File: src/hw/rtl/assert_macros.svh
// Assertion macros used by the top-level RTL file of the commutation detector.
`ifndef ASSERT_MACROS_SVH
`define ASSERT_MACROS_SVH

// Concurrent check of a property at every rising edge outside reset.
`define ASSERT_CLK(lbl, prop, msg) \
  lbl: assert property (@(posedge clk) disable iff (rst) (prop)) else $error(msg);

// Property that must hold in the cycle after its trigger.
`define ASSERT_NEXT(lbl, trig, prop, msg) \
  lbl: assert property (@(posedge clk) disable iff (rst) (trig) |=> (prop)) else $error(msg);

`endif

File: src/hw/rtl/bssc_pkg.sv
// Package of types, constants and functions for the six-step commutation detector.
`timescale 1ns / 1ps
`default_nettype none
package bssc_pkg;

  localparam int unsigned SampleW = 12;
  localparam int unsigned PhaseW  = 2;
  localparam int unsigned StepW   = 3;
  localparam int unsigned CountW  = 32;
  localparam int unsigned CfgIdxW = 2;

  localparam logic [SampleW-1:0] HighThreshReset = 12'd2200;
  localparam logic [SampleW-1:0] LowThreshReset  = 12'd1300;

  localparam logic [PhaseW-1:0] PhaseNone = 2'd0;
  localparam logic [PhaseW-1:0] PhaseU    = 2'd1;
  localparam logic [PhaseW-1:0] PhaseV    = 2'd2;
  localparam logic [PhaseW-1:0] PhaseW3   = 2'd3;

  localparam logic [StepW-1:0] StepFirst = 3'd1;
  localparam logic [StepW-1:0] StepLast  = 3'd6;

  localparam logic [CfgIdxW-1:0] RegHighThresh = 2'd0;
  localparam logic [CfgIdxW-1:0] RegLowThresh  = 2'd1;
  localparam logic [CfgIdxW-1:0] RegRunning    = 2'd2;

  typedef struct packed {
    logic [PhaseW-1:0]  phase;
    logic [SampleW-1:0] sample;
  } in_t;

  typedef struct packed {
    logic               commutate;
    logic [StepW-1:0]   step_now;
    logic [PhaseW-1:0]  next_phase;
    logic [CountW-1:0]  commutation_total;
  } out_t;

  typedef struct packed {
    logic [SampleW-1:0] high_threshold;
    logic [SampleW-1:0] low_threshold;
    logic               running;
  } cfg_t;

  // Phase to sample while a given step is active.
  function automatic logic [PhaseW-1:0] phase_of_step(input logic [StepW-1:0] s);
    logic [PhaseW-1:0] p;
    case (s)
      3'd1:    p = PhaseV;
      3'd2:    p = PhaseU;
      3'd3:    p = PhaseW3;
      3'd4:    p = PhaseV;
      3'd5:    p = PhaseU;
      3'd6:    p = PhaseW3;
      default: p = PhaseU;
    endcase
    return p;
  endfunction

endpackage
`default_nettype wire

File: src/hw/rtl/bssc_cfg.sv
// Configuration register file: thresholds and the running enable.
`timescale 1ns / 1ps
`default_nettype none
module bssc_cfg
  import bssc_pkg::*;
#(
  parameter logic [SampleW-1:0] HIGH_RESET = HighThreshReset,
  parameter logic [SampleW-1:0] LOW_RESET  = LowThreshReset
) (
  input  wire logic               clk,
  input  wire logic               rst,
  input  wire logic               wr_en,
  input  wire logic [CfgIdxW-1:0] wr_index,
  input  wire logic [SampleW-1:0] wr_data,
  output cfg_t                    cfg
);

  always_ff @(posedge clk) begin
    if (rst) begin
      cfg.high_threshold <= HIGH_RESET;
      cfg.low_threshold  <= LOW_RESET;
      cfg.running        <= 1'b0;
    end else if (wr_en) begin
      unique case (wr_index)
        RegHighThresh: cfg.high_threshold <= wr_data;
        RegLowThresh:  cfg.low_threshold  <= wr_data;
        RegRunning:    cfg.running        <= wr_data[0];
        default: ;
      endcase
    end
  end

endmodule
`default_nettype wire

File: src/hw/rtl/bssc_core.sv
// Phase levels, step sequencer, commutation counter and the result register.
`timescale 1ns / 1ps
`default_nettype none
module bssc_core
  import bssc_pkg::*;
(
  input  wire logic clk,
  input  wire logic rst,
  input  wire cfg_t cfg,
  input  wire logic item_valid,
  output logic      item_ready,
  input  wire in_t  item,
  output logic      out_valid,
  input  wire logic out_ready,
  output out_t      out_data
);

  logic [SampleW-1:0] level_u, level_v, level_w;
  logic [SampleW-1:0] level_u_next, level_v_next, level_w_next;
  logic [StepW-1:0]   step, step_next;
  logic [CountW-1:0]  step_count, step_count_next;
  logic               edge_hit;
  logic               fire;
  logic               take;

  assign item_ready = !out_valid || out_ready;
  assign take       = item_valid && item_ready;

  always_comb begin
    level_u_next = level_u;
    level_v_next = level_v;
    level_w_next = level_w;
    case (item.phase)
      PhaseU:  level_u_next = item.sample;
      PhaseV:  level_v_next = item.sample;
      PhaseW3: level_w_next = item.sample;
      default: ;
    endcase
  end

  // The test looks at the levels as they stand after this sample is stored.
  always_comb begin
    unique case (step)
      3'd1:    edge_hit = level_w_next > cfg.high_threshold;
      3'd2:    edge_hit = level_v_next < cfg.low_threshold;
      3'd3:    edge_hit = level_u_next > cfg.high_threshold;
      3'd4:    edge_hit = level_w_next < cfg.low_threshold;
      3'd5:    edge_hit = level_v_next > cfg.high_threshold;
      3'd6:    edge_hit = level_u_next < cfg.low_threshold;
      default: edge_hit = 1'b0;
    endcase
  end

  assign fire = cfg.running && edge_hit;

  always_comb begin
    step_next       = step;
    step_count_next = step_count;
    if (fire) begin
      step_next       = (step >= StepLast) ? StepFirst : step + 3'd1;
      step_count_next = step_count + 32'd1;
    end
  end

  always_ff @(posedge clk) begin
    if (rst) begin
      level_u    <= '0;
      level_v    <= '0;
      level_w    <= '0;
      step       <= StepFirst;
      step_count <= '0;
      out_valid  <= 1'b0;
    end else begin
      if (take) begin
        level_u    <= level_u_next;
        level_v    <= level_v_next;
        level_w    <= level_w_next;
        step       <= step_next;
        step_count <= step_count_next;
        out_valid  <= 1'b1;
      end else if (out_ready) begin
        out_valid  <= 1'b0;
      end
    end
  end

  always_ff @(posedge clk) begin
    if (take) begin
      out_data.commutate         <= fire;
      out_data.step_now          <= step_next;
      out_data.next_phase        <= phase_of_step(step_next);
      out_data.commutation_total <= step_count_next;
    end
  end

endmodule
`default_nettype wire

File: src/hw/rtl/bemf_six_step_commutation_detect_top.sv
// Top level of the six-step back-EMF commutation detector.
// Each transaction on the input channel carries one back-EMF sample and its phase tag, and
// produces exactly one result transaction. An item passes an input register and then the
// result register; the threshold compare and step update sit between the two registers, and
// a new item is taken every cycle while the output side keeps up. Configuration registers
// (0 high threshold, 1 low threshold, 2 running) are written through the cfg channel, which
// is always ready; writes to index 3 are ignored.
`timescale 1ns / 1ps
`default_nettype none
`include "assert_macros.svh"
module bemf_six_step_commutation_detect_top
  import bssc_pkg::*;
#(
  parameter logic [SampleW-1:0] HIGH_RESET = HighThreshReset,
  parameter logic [SampleW-1:0] LOW_RESET  = LowThreshReset
) (
  input  wire logic               clk,
  input  wire logic               rst,
  input  wire logic               in_valid,
  output logic                    in_ready,
  input  wire in_t                in_data,
  output logic                    out_valid,
  input  wire logic               out_ready,
  output out_t                    out_data,
  input  wire logic               cfg_valid,
  output logic                    cfg_ready,
  input  wire logic [CfgIdxW-1:0] cfg_index,
  input  wire logic [SampleW-1:0] cfg_data
);

  cfg_t cfg;
  logic s1_valid;
  in_t  s1_data;
  logic core_ready;
  logic step_in_range;
  logic phase_matches;

  assign cfg_ready = 1'b1;
  assign in_ready  = !s1_valid || core_ready;

  bssc_cfg #(
    .HIGH_RESET(HIGH_RESET),
    .LOW_RESET (LOW_RESET)
  ) u_cfg (
    .clk     (clk),
    .rst     (rst),
    .wr_en   (cfg_valid && cfg_ready),
    .wr_index(cfg_index),
    .wr_data (cfg_data),
    .cfg     (cfg)
  );

  always_ff @(posedge clk) begin
    if (rst) begin
      s1_valid <= 1'b0;
    end else if (in_ready) begin
      s1_valid <= in_valid;
    end
  end

  always_ff @(posedge clk) begin
    if (in_valid && in_ready) begin
      s1_data <= in_data;
    end
  end

  bssc_core u_core (
    .clk       (clk),
    .rst       (rst),
    .cfg       (cfg),
    .item_valid(s1_valid),
    .item_ready(core_ready),
    .item      (s1_data),
    .out_valid (out_valid),
    .out_ready (out_ready),
    .out_data  (out_data)
  );

  assign step_in_range = out_data.step_now >= StepFirst && out_data.step_now <= StepLast;
  assign phase_matches = out_data.next_phase == phase_of_step(out_data.step_now);

  `ASSERT_CLK(a_step_range, !out_valid || step_in_range, "step out of range")
  `ASSERT_CLK(a_phase_match, !out_valid || phase_matches, "next phase does not match step")
  `ASSERT_NEXT(a_s1_hold, s1_valid && !core_ready, s1_valid && $stable(s1_data), "item lost")
  `ASSERT_CLK(a_idle_no_fire, !(out_valid && !cfg.running && out_data.commutate), "idle fire")

endmodule
`default_nettype wire

File: config.mk
export PLATFORM = sky130hd
export DESIGN_NAME = bemf_six_step_commutation_detect_top
export DESIGN_NICKNAME = d
export VERILOG_FILES = /design/src/hw/rtl/bssc_pkg.sv /design/src/hw/rtl/bssc_cfg.sv /design/src/hw/rtl/bssc_core.sv /design/src/hw/rtl/bemf_six_step_commutation_detect_top.sv
export VERILOG_INCLUDE_DIRS = /design/src /design/src/hw/rtl
export SDC_FILE = /design/constraint.sdc
export NUM_CORES = 1
export LEC_CHECK = 0
export ABC_AREA = 0
export ABC_CLOCK_PERIOD_IN_PS = 11500
export CORE_MARGIN = 2
export CORE_UTILIZATION = 45
export CTS_CLUSTER_DIAMETER = 200
export DETAILED_ROUTE_END_ITERATION = 8
export DONT_BUFFER_PORTS = 1
export SLEW_MARGIN = 10
export SYNTH_ARGS = -nofsm -noshare
export SYNTH_HDL_FRONTEND = slang
export SYNTH_SLANG_ARGS = --single-unit
File: constraint.sdc
create_clock -name clk -period 11.5 [get_ports clk]
set_clock_uncertainty 0.05 [all_clocks]
set_input_delay 2.3 -clock clk [delete_from_list [all_inputs] [get_ports clk]]
set_output_delay 2.3 -clock clk [all_outputs]
set_load 0.1 [all_outputs]
==> out/qor.yml, run 1 <==
run_status:
  outcome: "complete, no violations"
pwr:
  power.switching_uw: 368
  p_clk_frac: 0.437
  peakVddDrop_mv: 0.103
  p_leak_uw: 0.00341
  swShare: 0.276
  power_frac_seq: 0.470
  total_power_uw: 1340
  p_int_uw: 967
  p_per_area_nw_per_um2: 149
  power_frac_comb: 0.093
place:
  place.gp.congestion: 0.873
  port_buffers: 0
  dp_hpwl_mm: 13.0
  place_area_um2: 8340
global_route:
  grt_pass1_wl_mm: 30.2
  grt_pass1_vias: 5810
  antenna_found_initial: 0
  grtUsageTotal: 0.196
  grt_max_degree: 90
  grt_overflow: 0
timing:
  post-route-period-util: 0.475
  maxSlewHeadroom: 0.255
  drv_slew: 0
  tightest_slew_ns: 1.11
  period_needed_ns: 5.47
  hold_violations: 0
  rsz0062_at_grt: "false"
  hold_ws_ns: 0.398
  setup_viol: 0
  setup_tns_ns: 0
  fmax_ghz: 0.183
clock_network:
  cts_buffers: 17
  tritoncts: "yes"
  hold_buffers: 0
  path_clk_slew_ns: 0.07
  post_cts_buffers: 0
  cts_root_buffer: "clkbuf_16"
  clkSinkCount: 150
  cts-htree-levels: 4
  cts_resized: 0
  cts_buffer_depth: 2
  clk_latency_ns: 0.43
synth:
  avgSynthCellArea_um2: 9.41
  yosys-top-cells-area: "dfxtp_1 (24%), edfxtp_1 (19%), ha_1 (11%), mux2_2 (5.2%), a21oi_1 (4.4%)"
  synth_edf_count: 52
  async_flop_share: 0
  syn-cell-area_um2: 8170
  yosysTopAreaCell: "dfxtp_1"
  seq_area_frac_synth: 0.431
  syn_inst: 868
  ys_top_cells_by_count: "dfxtp_1 (98), nand2_1 (95), ha_1 (75)"
  synth_nets: 976
  yosys.cell_types.count: 62
  yosys.area.top_type_share: 0.240
  synth-seq-cells: 150
  synth_flop_cell: "dfxtp_1"
  synth.most_common_cell: "dfxtp_1"
  synth_warnings: 0
routing:
  vias: 6051
  route.met2.wl_mm: 9.28
  vias_per_cell: 5.54
  dr.pass1.iters: 5
  dr.first_iter.drc_count: 348
  wl_met3_um: 595
  ant_nets: 0
  top_layer: "met4"
  drt_wl_total_mm: 18.5
  drc: 0
  wl_met1_mm: 8.24
  wl_per_cell_um: 16.9
worst_setup_path:
  max_stage_delay_ns: 0.61
  worstPathArrival_ns: 3.12
  slowest_stage: "nand2_1"
  startpoint_type: "primary input"
  path_cells: "nor2b_1 -> nand2_1"
  path_max_fanout: 4
  cp_top_family: "simple AND/OR/NAND/NOR gates"
  crit_buf_inv: 0
  crit_type: "primary input to primary output"
  required_ns: 9.15
  end_kind: "primary output"
floorplanning:
  die_h_um: 139
  dieArea_um2: 19300
  placementRows: 49
  die_w_um: 139
  ios: 74
  floorplan.initialDensity: 0.456
  core_um2: 17900
cells_and_area:
  diodes: 0
  design_area_um2: 8950
  synthToLayoutAreaGrowth_pct: 9.55
  drive_gt1_frac: 0.104
  nNetsFinal: 958
run:
  max_cap_violations: 0
min_path:
  hold_path_class: "register to register"
area by class of cell:
class	instances	area, µm²
fillers	1642	8950
multi-input cells	634	4330
flip-flops and latches	150	3520
clock buffers	17	425
well taps	229	287
clock inverters	15	191
inverters	41	154
repair buffers	6	45.0
layer usage:
layer / GRT usage / vias up
li1: - / 3110
met1: 0.242 / 2812
met2: 0.343 / 104
met3: 0.0373 / 25
met4: 0.0659 / 0
met5: 0 / -
power groups by stage:
stage                     clock network (µW)  logic (µW)  registers, µW
final                                    583         124            628
after global routing                     620         143            630
after CTS                                597         125            628
after detailed placement                   0         123            640
after global placement                     0         121            639
after floorplan                            0        99.3            636
path summary, 6_finish.rpt:
check / startpoint / endpoint / depth (start not counted) / slack (ns)
worst max-delay path: out_ready / in_ready / 2 / 6.03
worst min-delay path: u_core.level_w[2]$_SDFFE_PP0P_ / u_core.level_w[2]$_SDFFE_PP0P_ / 2 / 0.40
worst min register to register: u_core.level_w[2]$_SDFFE_PP0P_ / u_core.level_w[2]$_SDFFE_PP0P_ / 2 / 0.40
worst max register to register: s1_data[13]$_DFFE_PP_ / u_core.step_count[11]$_SDFFE_PP0P_ / 12 / 6.73
state kept, by name, summed over array words and instances, names as in the netlist:
| register | count |
|---|---|
| s1_valid | 1 |
| u_core.level_u | 12 |
| u_core.out_data | 38 |
| u_core.step_count | 32 |
| u_core.level_v | 12 |
| s1_data | 14 |
| u_core.step | 3 |
| u_cfg.cfg | 25 |
| u_core.level_w | 12 |
| u_core.out_valid | 1 |
through the flow:
| step | utilization | setup slack, ns | instances |
|---|---|---|---|
| 6_report | 0.500 | 6.03 | 1092 |
| 5_1_grt | 0.500 | 6.01 | 1092 |
| 4_1_cts | 0.500 | 6.04 | 1092 |
| 3_5_place_dp | 0.466 | 6.04 | 1060 |
| 3_3_place_gp | 0.466 | 6.06 | 1060 |
| 2_1_floorplan | - | 6.09 | 868 |
cell families after synthesis:
logic type,after synthesis,share of synthesized area
adder cells (fa/ha/maj),75,0.115
flip-flops,150,0.431
AO/OA/AOI/OAI,171,0.133
XOR/XNOR,33,0.0354
multiplexers,43,0.0585
buffers and inverters,84,0.0400
AND/OR/NAND/NOR,311,0.187
other,1,0.000459
cell usage in the layout, fill, tap and decap left out, types with 3 or more instances in the layout:
master | synthesis | final
a2111oi_0 | 3 | 3
a211oi_1 | 10 | 10
a21o_1 | 7 | 7
a21oi_1 | 72 | 72
and3_1 | 4 | 4
buf_4 | 2 | 6
bufinv_16 | 0 | 3
clkbuf_16 | 0 | 17
dfxtp_1 | 98 | 98
edfxtp_1 | 52 | 52
ha_1 | 75 | 75
inv_1 | 39 | 39
inv_6 | 0 | 4
inv_8 | 0 | 3
mux2_2 | 38 | 38
mux2i_1 | 5 | 5
nand2_1 | 95 | 95
nand3_1 | 22 | 22
nand4_1 | 22 | 22
nor2_1 | 72 | 72
nor2b_1 | 9 | 9
nor3_1 | 32 | 32
nor4_1 | 9 | 9
o2111ai_1 | 3 | 3
o211ai_1 | 15 | 15
o21a_1 | 8 | 8
o21ai_0 | 21 | 21
o31a_1 | 4 | 4
o31ai_1 | 12 | 12
or3_1 | 14 | 14
or4_1 | 12 | 12
xnor2_1 | 16 | 16
xor2_1 | 17 | 17
(Power assumes the default switching activity.)
==> run 2, diff against run 1 <==
--- a/config.mk
+++ b/config.mk
@@ -7,7 +7,7 @@
 export NUM_CORES = 1
 export LEC_CHECK = 0
 export ABC_AREA = 0
-export ABC_CLOCK_PERIOD_IN_PS = 11500
+export ABC_CLOCK_PERIOD_IN_PS = 4500
 export CORE_MARGIN = 2
 export CORE_UTILIZATION = 45
 export CTS_CLUSTER_DIAMETER = 200
==> constraint.sdc (replaced) <==
create_clock -name clk -period 4.5 [get_ports clk]
set_clock_uncertainty 0.05 [all_clocks]
set_input_delay 0.9 -clock clk [delete_from_list [all_inputs] [get_ports clk]]
set_output_delay 0.9 -clock clk [all_outputs]
set_load 0.1 [all_outputs]
==> run 2 against run 1 <==
Worst hold slack better by 0.0011 ns. Cell count is 0.46% higher. Sequential power grew to 2.5 times the previous value. Highest routed layer unchanged. Wire length hardly changed. Power grew to 2.6 times the previous value. First-iteration DRC count is 26% higher.
==> out/qor.yml, run 2 (same netlist as run 1, synthesis figures left out) <==
run_status:
  outcome: "complete, no violations"
timing:
  period_needed_ns: 4.07
  hold_ws_ns: 0.399  # +0.00111 ns
  hold_violations: 0  # unchanged
  setup_tns_ns: 0  # unchanged
  setup_viol: 0  # unchanged
  tightest_slew_ns: 1.00  # -0.109 ns
  rsz0062_at_grt: "false"
  drv_slew: 0  # unchanged
  worst_slack_ns: 0.429  # -5.60 ns
  maxSlewHeadroom: 0.331  # +0.0760
  fmax_ghz: 0.246
  post-route-period-util: 0.905
pwr:
  p_per_area_nw_per_um2: 385  # +160%
  peakVddDrop_mv: 0.261  # +150%
  power.switching_uw: 914  # +150%
  swShare: 0.263  # -0.0123
  p_clk_frac: 0.444  # +0.007
  p_int_uw: 2560  # +160%
  p_leak_uw: 0.00346  # +1.2%
  power_frac_seq: 0.462  # -0.008
  power_frac_comb: 0.094  # about the same
place:
  dp_hpwl_mm: 13.2  # +2.0%
  place.gp.congestion: 0.864  # -1.1%
  dp_cells: 1065  # +0.47%
  port_buffers: 0  # unchanged
  dp_slack_ns: 0.474  # -5.57 ns
routing:
  ant_nets: 0  # unchanged
  drt_wl_total_mm: 18.5  # about the same
  vias: 6090  # +0.64%
  wl_per_cell_um: 16.8  # -0.45%
  drc: 0  # unchanged
  dr.pass1.iters: 5  # unchanged
  vias_per_cell: 5.55  # +0.19%
  dr.first_iter.drc_count: 440  # +26%
global_route:
  busiest_layer: "met2"
  grt_overflow: 0  # unchanged
  grtUsageTotal: 0.195  # about the same
  use_met2: 0.324  # -0.0195
  use_met1: 0.250  # +0.00772
  antenna_found_initial: 0  # unchanged
  grt_max_degree: 90  # unchanged
  grt_pass1_wl_mm: 30.0  # -0.64%
  grtUsageMet3: 0.0432  # +0.00587
  grt_pass1_vias: 5708  # -1.8%
floorplanning:
  die_w_um: 139  # unchanged
  floorplan.initialDensity: 0.456  # unchanged
  placementRows: 49  # unchanged
  ios: 74  # unchanged
  core_um2: 17900  # unchanged
  dieArea_um2: 19300  # unchanged
  die_h_um: 139  # unchanged
clock_network:
  cts_buffer_depth: 2  # unchanged
  clk_latency_ns: 0.43  # about the same
  cts_resized: 0  # unchanged
  tritoncts: "yes"
  clkSinkCount: 150  # unchanged
  cts-htree-levels: 4  # unchanged
  path_clk_slew_ns: 0.06  # about the same
  cts_root_buffer: "clkbuf_16"
  post_cts_buffers: 0  # unchanged
  cts_buffers: 17  # unchanged
  hold_buffers: 0  # unchanged
cells_and_area:
  regMostFlops: "u_core.out_data"
  diodes: 0  # unchanged
  final_common_cell: "dfxtp_1"
  largest_reg_flops: 38  # unchanged
  layout_common_cells: "dfxtp_1 (98), nand2_1 (95), ha_1 (75), nor2_1 (72), a21oi_1 (72)"
  nNetsFinal: 963  # +0.52%
  drive_gt1_frac: 0.109  # +0.00516
  reg_top3: "u_core.out_data x38, u_core.step_count x32, u_cfg.cfg x25"
  synthToLayoutAreaGrowth_pct: 10.4
  stdcell_count: 1097  # +0.46%
min_path:
  hold_path_class: "register to register"
worst_setup_path:
  worstPathArrival_ns: 4.34  # +1.22 ns
  startpoint_type: "register"
  end_kind: "register"
  crit_type: "register to register"
  required_ns: 4.77  # -4.38 ns
  path_max_fanout: 19  # +15
run:
  max_cap_violations: 0  # unchanged
-- run 2: cell count changes in the layout (fill, tap and decap cells not counted), sizes merged --
cell      delta
buf          +5
bufinv       +1
clkbuf       +3
clkinvlp     -2
inv          -2
-- run 2: power groups by stage --
stage / clock [µW] / sequential, µW / combinational (µW)
2_1_floorplan: 0 / 1620 / 254
3_3_place_gp: 0 / 1630 / 320
3_5_place_dp: 0 / 1630 / 324
4_1_cts: 1570 / 1600 / 327
5_1_grt: 1630 / 1610 / 372
6_report: 1540 / 1600 / 325
-- run 2: routing by layer --
layer / vias to the layer above / part of all wire
met5: - / 0
met4: 0 / 0.025
met3: 32 / 0.034
met2: 126 / 0.48
met1: 2804 / 0.46
li1: 3128 / -
-- run 2: metrics by stage --
stage | util | area (µm²) | total power [µW]
after global placement | 0.468 | 8370 | 1950
after global routing | 0.504 | 9020 | 3610
after detailed placement | 0.468 | 8370 | 1960
after CTS | 0.504 | 9020 | 3500
final | 0.504 | 9020 | 3470
after floorplan | - | 8170 | 1880
-- run 2: path summary, 6_finish.rpt --
path,from,depth (start not counted),slack (ns),to
worst min-delay path,u_cfg.cfg[12]$_SDFFE_PP0P_,2,0.40,u_cfg.cfg[12]$_SDFFE_PP0P_
worst min register to register,u_cfg.cfg[12]$_SDFFE_PP0P_,2,0.40,u_cfg.cfg[12]$_SDFFE_PP0P_
worst max register to register,s1_data[12]$_DFFE_PP_,12,0.43,u_core.step_count[1]$_SDFFE_PP0P_
worst max-delay path,s1_data[12]$_DFFE_PP_,12,0.43,u_core.step_count[1]$_SDFFE_PP0P_
-- run 2: cell type report --
cell class	instances	area (µm²)
Tap cell	229	287
Sequential cell	150	3520
Multi-Input combinational cell	634	4330
Timing Repair Buffer	11	82.6
Fill cell	1717	8880
Inverter	41	154
Clock buffer	20	457
Clock inverter	12	189
-- run 2: critical path: stages (launching register included) --
cell	delay, ns
edfxtp_1	0.41
nand2_1	0.47
mux2_2	0.44
ha_1	0.32
a21oi_1	0.15
nand2_1	0.06
a211oi_1	0.34
o41ai_1	0.14
o2111ai_1	0.46
o21ai_1	0.18
inv_2	0.34
mux2_2	0.40
o21ba_2	0.19
==> run 3, diff against run 2 <==
--- a/config.mk
+++ b/config.mk
@@ -10,6 +10,7 @@
 export ABC_CLOCK_PERIOD_IN_PS = 4500
 export CORE_MARGIN = 2
 export CORE_UTILIZATION = 45
+export CTS_BUF_LIST = sky130_fd_sc_hd__clkbuf_2 sky130_fd_sc_hd__clkbuf_4 sky130_fd_sc_hd__clkbuf_8
 export CTS_CLUSTER_DIAMETER = 200
 export DETAILED_ROUTE_END_ITERATION = 8
 export DONT_BUFFER_PORTS = 1
==> run 3 against run 2 <==
Sequential share of layout area grew 0.83 points. Combinational power is essentially flat. Cell count is the same. Wire length shrank 0.15%. Global-route usage is essentially flat. Setup slack lost 0.033 ns. Power shrank 11%. Die area is the same. Via count grew 0.57%.
==> out/qor.yml, run 3 (same netlist as run 1, synthesis figures left out) <==
timing:
  fmax_ghz: 0.244  # -0.80%
  drv_slew: 0  # unchanged
  setup_tns_ns: 0  # unchanged
  maxSlewHeadroom: 0.335  # +0.00416
  tightest_slew_ns: 0.993  # -0.0106 ns
  setup_viol: 0  # unchanged
  hold_violations: 0  # unchanged
  rsz0062_at_grt: "false"
  post-route-period-util: 0.912  # +0.00726
  hold_ws_ns: 0.401  # +0.00164 ns
  period_needed_ns: 4.10  # +0.0327 ns
worst_setup_path:
  end_kind: "register"
  worstPathArrival_ns: 4.40  # +0.06 ns
  startpoint_type: "register"
  crit_type: "register to register"
  required_ns: 4.80  # +0.03 ns
  path_max_fanout: 19  # unchanged
global_route:
  grt_max_degree: 90  # unchanged
  grt_overflow: 0  # unchanged
  grt_pass1_wl_mm: 30.0  # -0.16%
  grtUsageTotal: 0.195  # -0.000442
  antenna_found_initial: 0  # unchanged
  grt_pass1_vias: 5701  # -0.12%
routing:
  wl_per_cell_um: 16.8  # -0.15%
  vias: 6125  # +0.57%
  drc: 0  # unchanged
  dr.first_iter.drc_count: 434  # -1.4%
  dr.pass1.iters: 4  # -1
  vias_per_cell: 5.58  # +0.57%
  ant_nets: 0  # unchanged
  drt_wl_total_mm: 18.4  # -0.15%
cells_and_area:
  design_area_um2: 8830  # -2.1%
  nNetsFinal: 963  # unchanged
  multi_input_comb_area_um2: 4330  # unchanged
  final_common_cell: "dfxtp_1"
  diodes: 0  # unchanged
  synthToLayoutAreaGrowth_pct: 8.07
  final-seq-area_um2: 3520  # unchanged
  regMostFlops: "u_core.out_data"
  drive_gt1_frac: 0.111  # +0.00115
  reg_top3: "u_core.out_data x38, u_core.step_count x32, u_cfg.cfg x25"
  largest_reg_flops: 38  # unchanged
  fill_cells: 1742  # +1.5%
  layout_common_cells: "dfxtp_1 (98), nand2_1 (95), ha_1 (75), nor2_1 (72), a21oi_1 (72)"
pwr:
  power.switching_uw: 867  # -5.1%
  power_frac_seq: 0.516  # +0.054
  p_per_area_nw_per_um2: 351  # -8.7%
  p_int_uw: 2240  # -13%
  power_frac_comb: 0.105  # +0.011
  p_clk_frac: 0.379  # -0.065
  swShare: 0.279  # +0.0160
  peakVddDrop_mv: 0.170  # -35%
  p_leak_uw: 0.00337  # -2.4%
min_path:
  hold_path_class: "register to register"
run_status:
  outcome: "complete, no violations"
clock_network:
  cts_buffer_depth: 2  # unchanged
  path_clk_slew_ns: 0.08  # +0.02 ns
  cts-htree-levels: 4  # unchanged
  clk_latency_ns: 0.46  # +0.03 ns
  cts_root_buffer: "clkbuf_8"
  cts_buffers: 17  # unchanged
  tritoncts: "yes"
  clkSinkCount: 150  # unchanged
  cts_resized: 0  # unchanged
  post_cts_buffers: 0  # unchanged
  hold_buffers: 0  # unchanged
floorplanning:
  placementRows: 49  # unchanged
  core_um2: 17900  # unchanged
  die_h_um: 139  # unchanged
  floorplan.initialDensity: 0.456  # unchanged
  die_w_um: 139  # unchanged
  ios: 74  # unchanged
  dieArea_um2: 19300  # unchanged
run:
  max_cap_violations: 0  # unchanged
place:
  place_area_um2: 8370  # unchanged
  dp_hpwl_mm: 13.2  # unchanged
  place.gp.congestion: 0.864  # unchanged
  port_buffers: 0  # unchanged
-- run 3: cell types whose count changed in the layout (fill, tap and decap cells not counted) --
cell,before,now
clkbuf_1,1,0
clkbuf_16,17,0
clkbuf_4,0,1
clkbuf_8,2,19
-- run 3: worst paths after layout --
check / startpoint / to / slack (ns) / cells after the start
setup / recovery: s1_data[12]$_DFFE_PP_ / u_core.step_count[1]$_SDFFE_PP0P_ / 0.40 / 12
hold / removal: u_cfg.cfg[12]$_SDFFE_PP0P_ / u_cfg.cfg[12]$_SDFFE_PP0P_ / 0.40 / 2
setup reg to reg: s1_data[12]$_DFFE_PP_ / u_core.step_count[1]$_SDFFE_PP0P_ / 0.40 / 12
hold reg to reg: u_cfg.cfg[12]$_SDFFE_PP0P_ / u_cfg.cfg[12]$_SDFFE_PP0P_ / 0.40 / 2
-- run 3: worst max-delay path: stages, from the launching register on --
cell and delay (ns):
edfxtp_1 0.42, nand2_1 0.47, mux2_2 0.43, ha_1 0.32, a21oi_1 0.15, nand2_1 0.06, a211oi_1 0.35, o41ai_1 0.15
o2111ai_1 0.46, o21ai_1 0.18, inv_2 0.34, mux2_2 0.40, o21ba_2 0.19
-- run 3: stage by stage --
| step | std cells | worst slack, ns | utilization | power (µW) |
|---|---|---|---|---|
| after CTS | 1097 | 0.420 | 0.493 | 3130 |
| after detailed placement | 1065 | 0.474 | 0.468 | 1960 |
| after floorplan | 868 | 0.626 | - | 1880 |
| after global routing | 1097 | 0.133 | 0.493 | 3250 |
| final | 1097 | 0.396 | 0.493 | 3100 |
| after global placement | 1065 | 0.510 | 0.468 | 1950 |
-- run 3: final cells by class --
type	instances	share of cell area
multi-input combinational	634	0.490
sequential	150	0.399
tap	229	0.0324
clock buffer	20	0.0305
clock inverter	12	0.0214
inverter	41	0.0174
timing repair buffer	11	0.00935
-- run 3: routing by layer --
metal	GRT usage	vias to the layer above	routed length, µm
li1	-	3117	-
met1	0.250	2853	8440
met2	0.325	127	8910
met3	0.0452	28	668
met4	0.0691	0	419
met5	0	-	0
-- run 3: power by group through the flow --
stage | logic, µW | registers [µW] | clock network (µW)
global route | 372 | 1610 | 1270
global placement | 320 | 1630 | 0
floorplan | 254 | 1620 | 0
CTS | 327 | 1600 | 1200
finish | 326 | 1600 | 1180
detailed placement | 324 | 1630 | 0
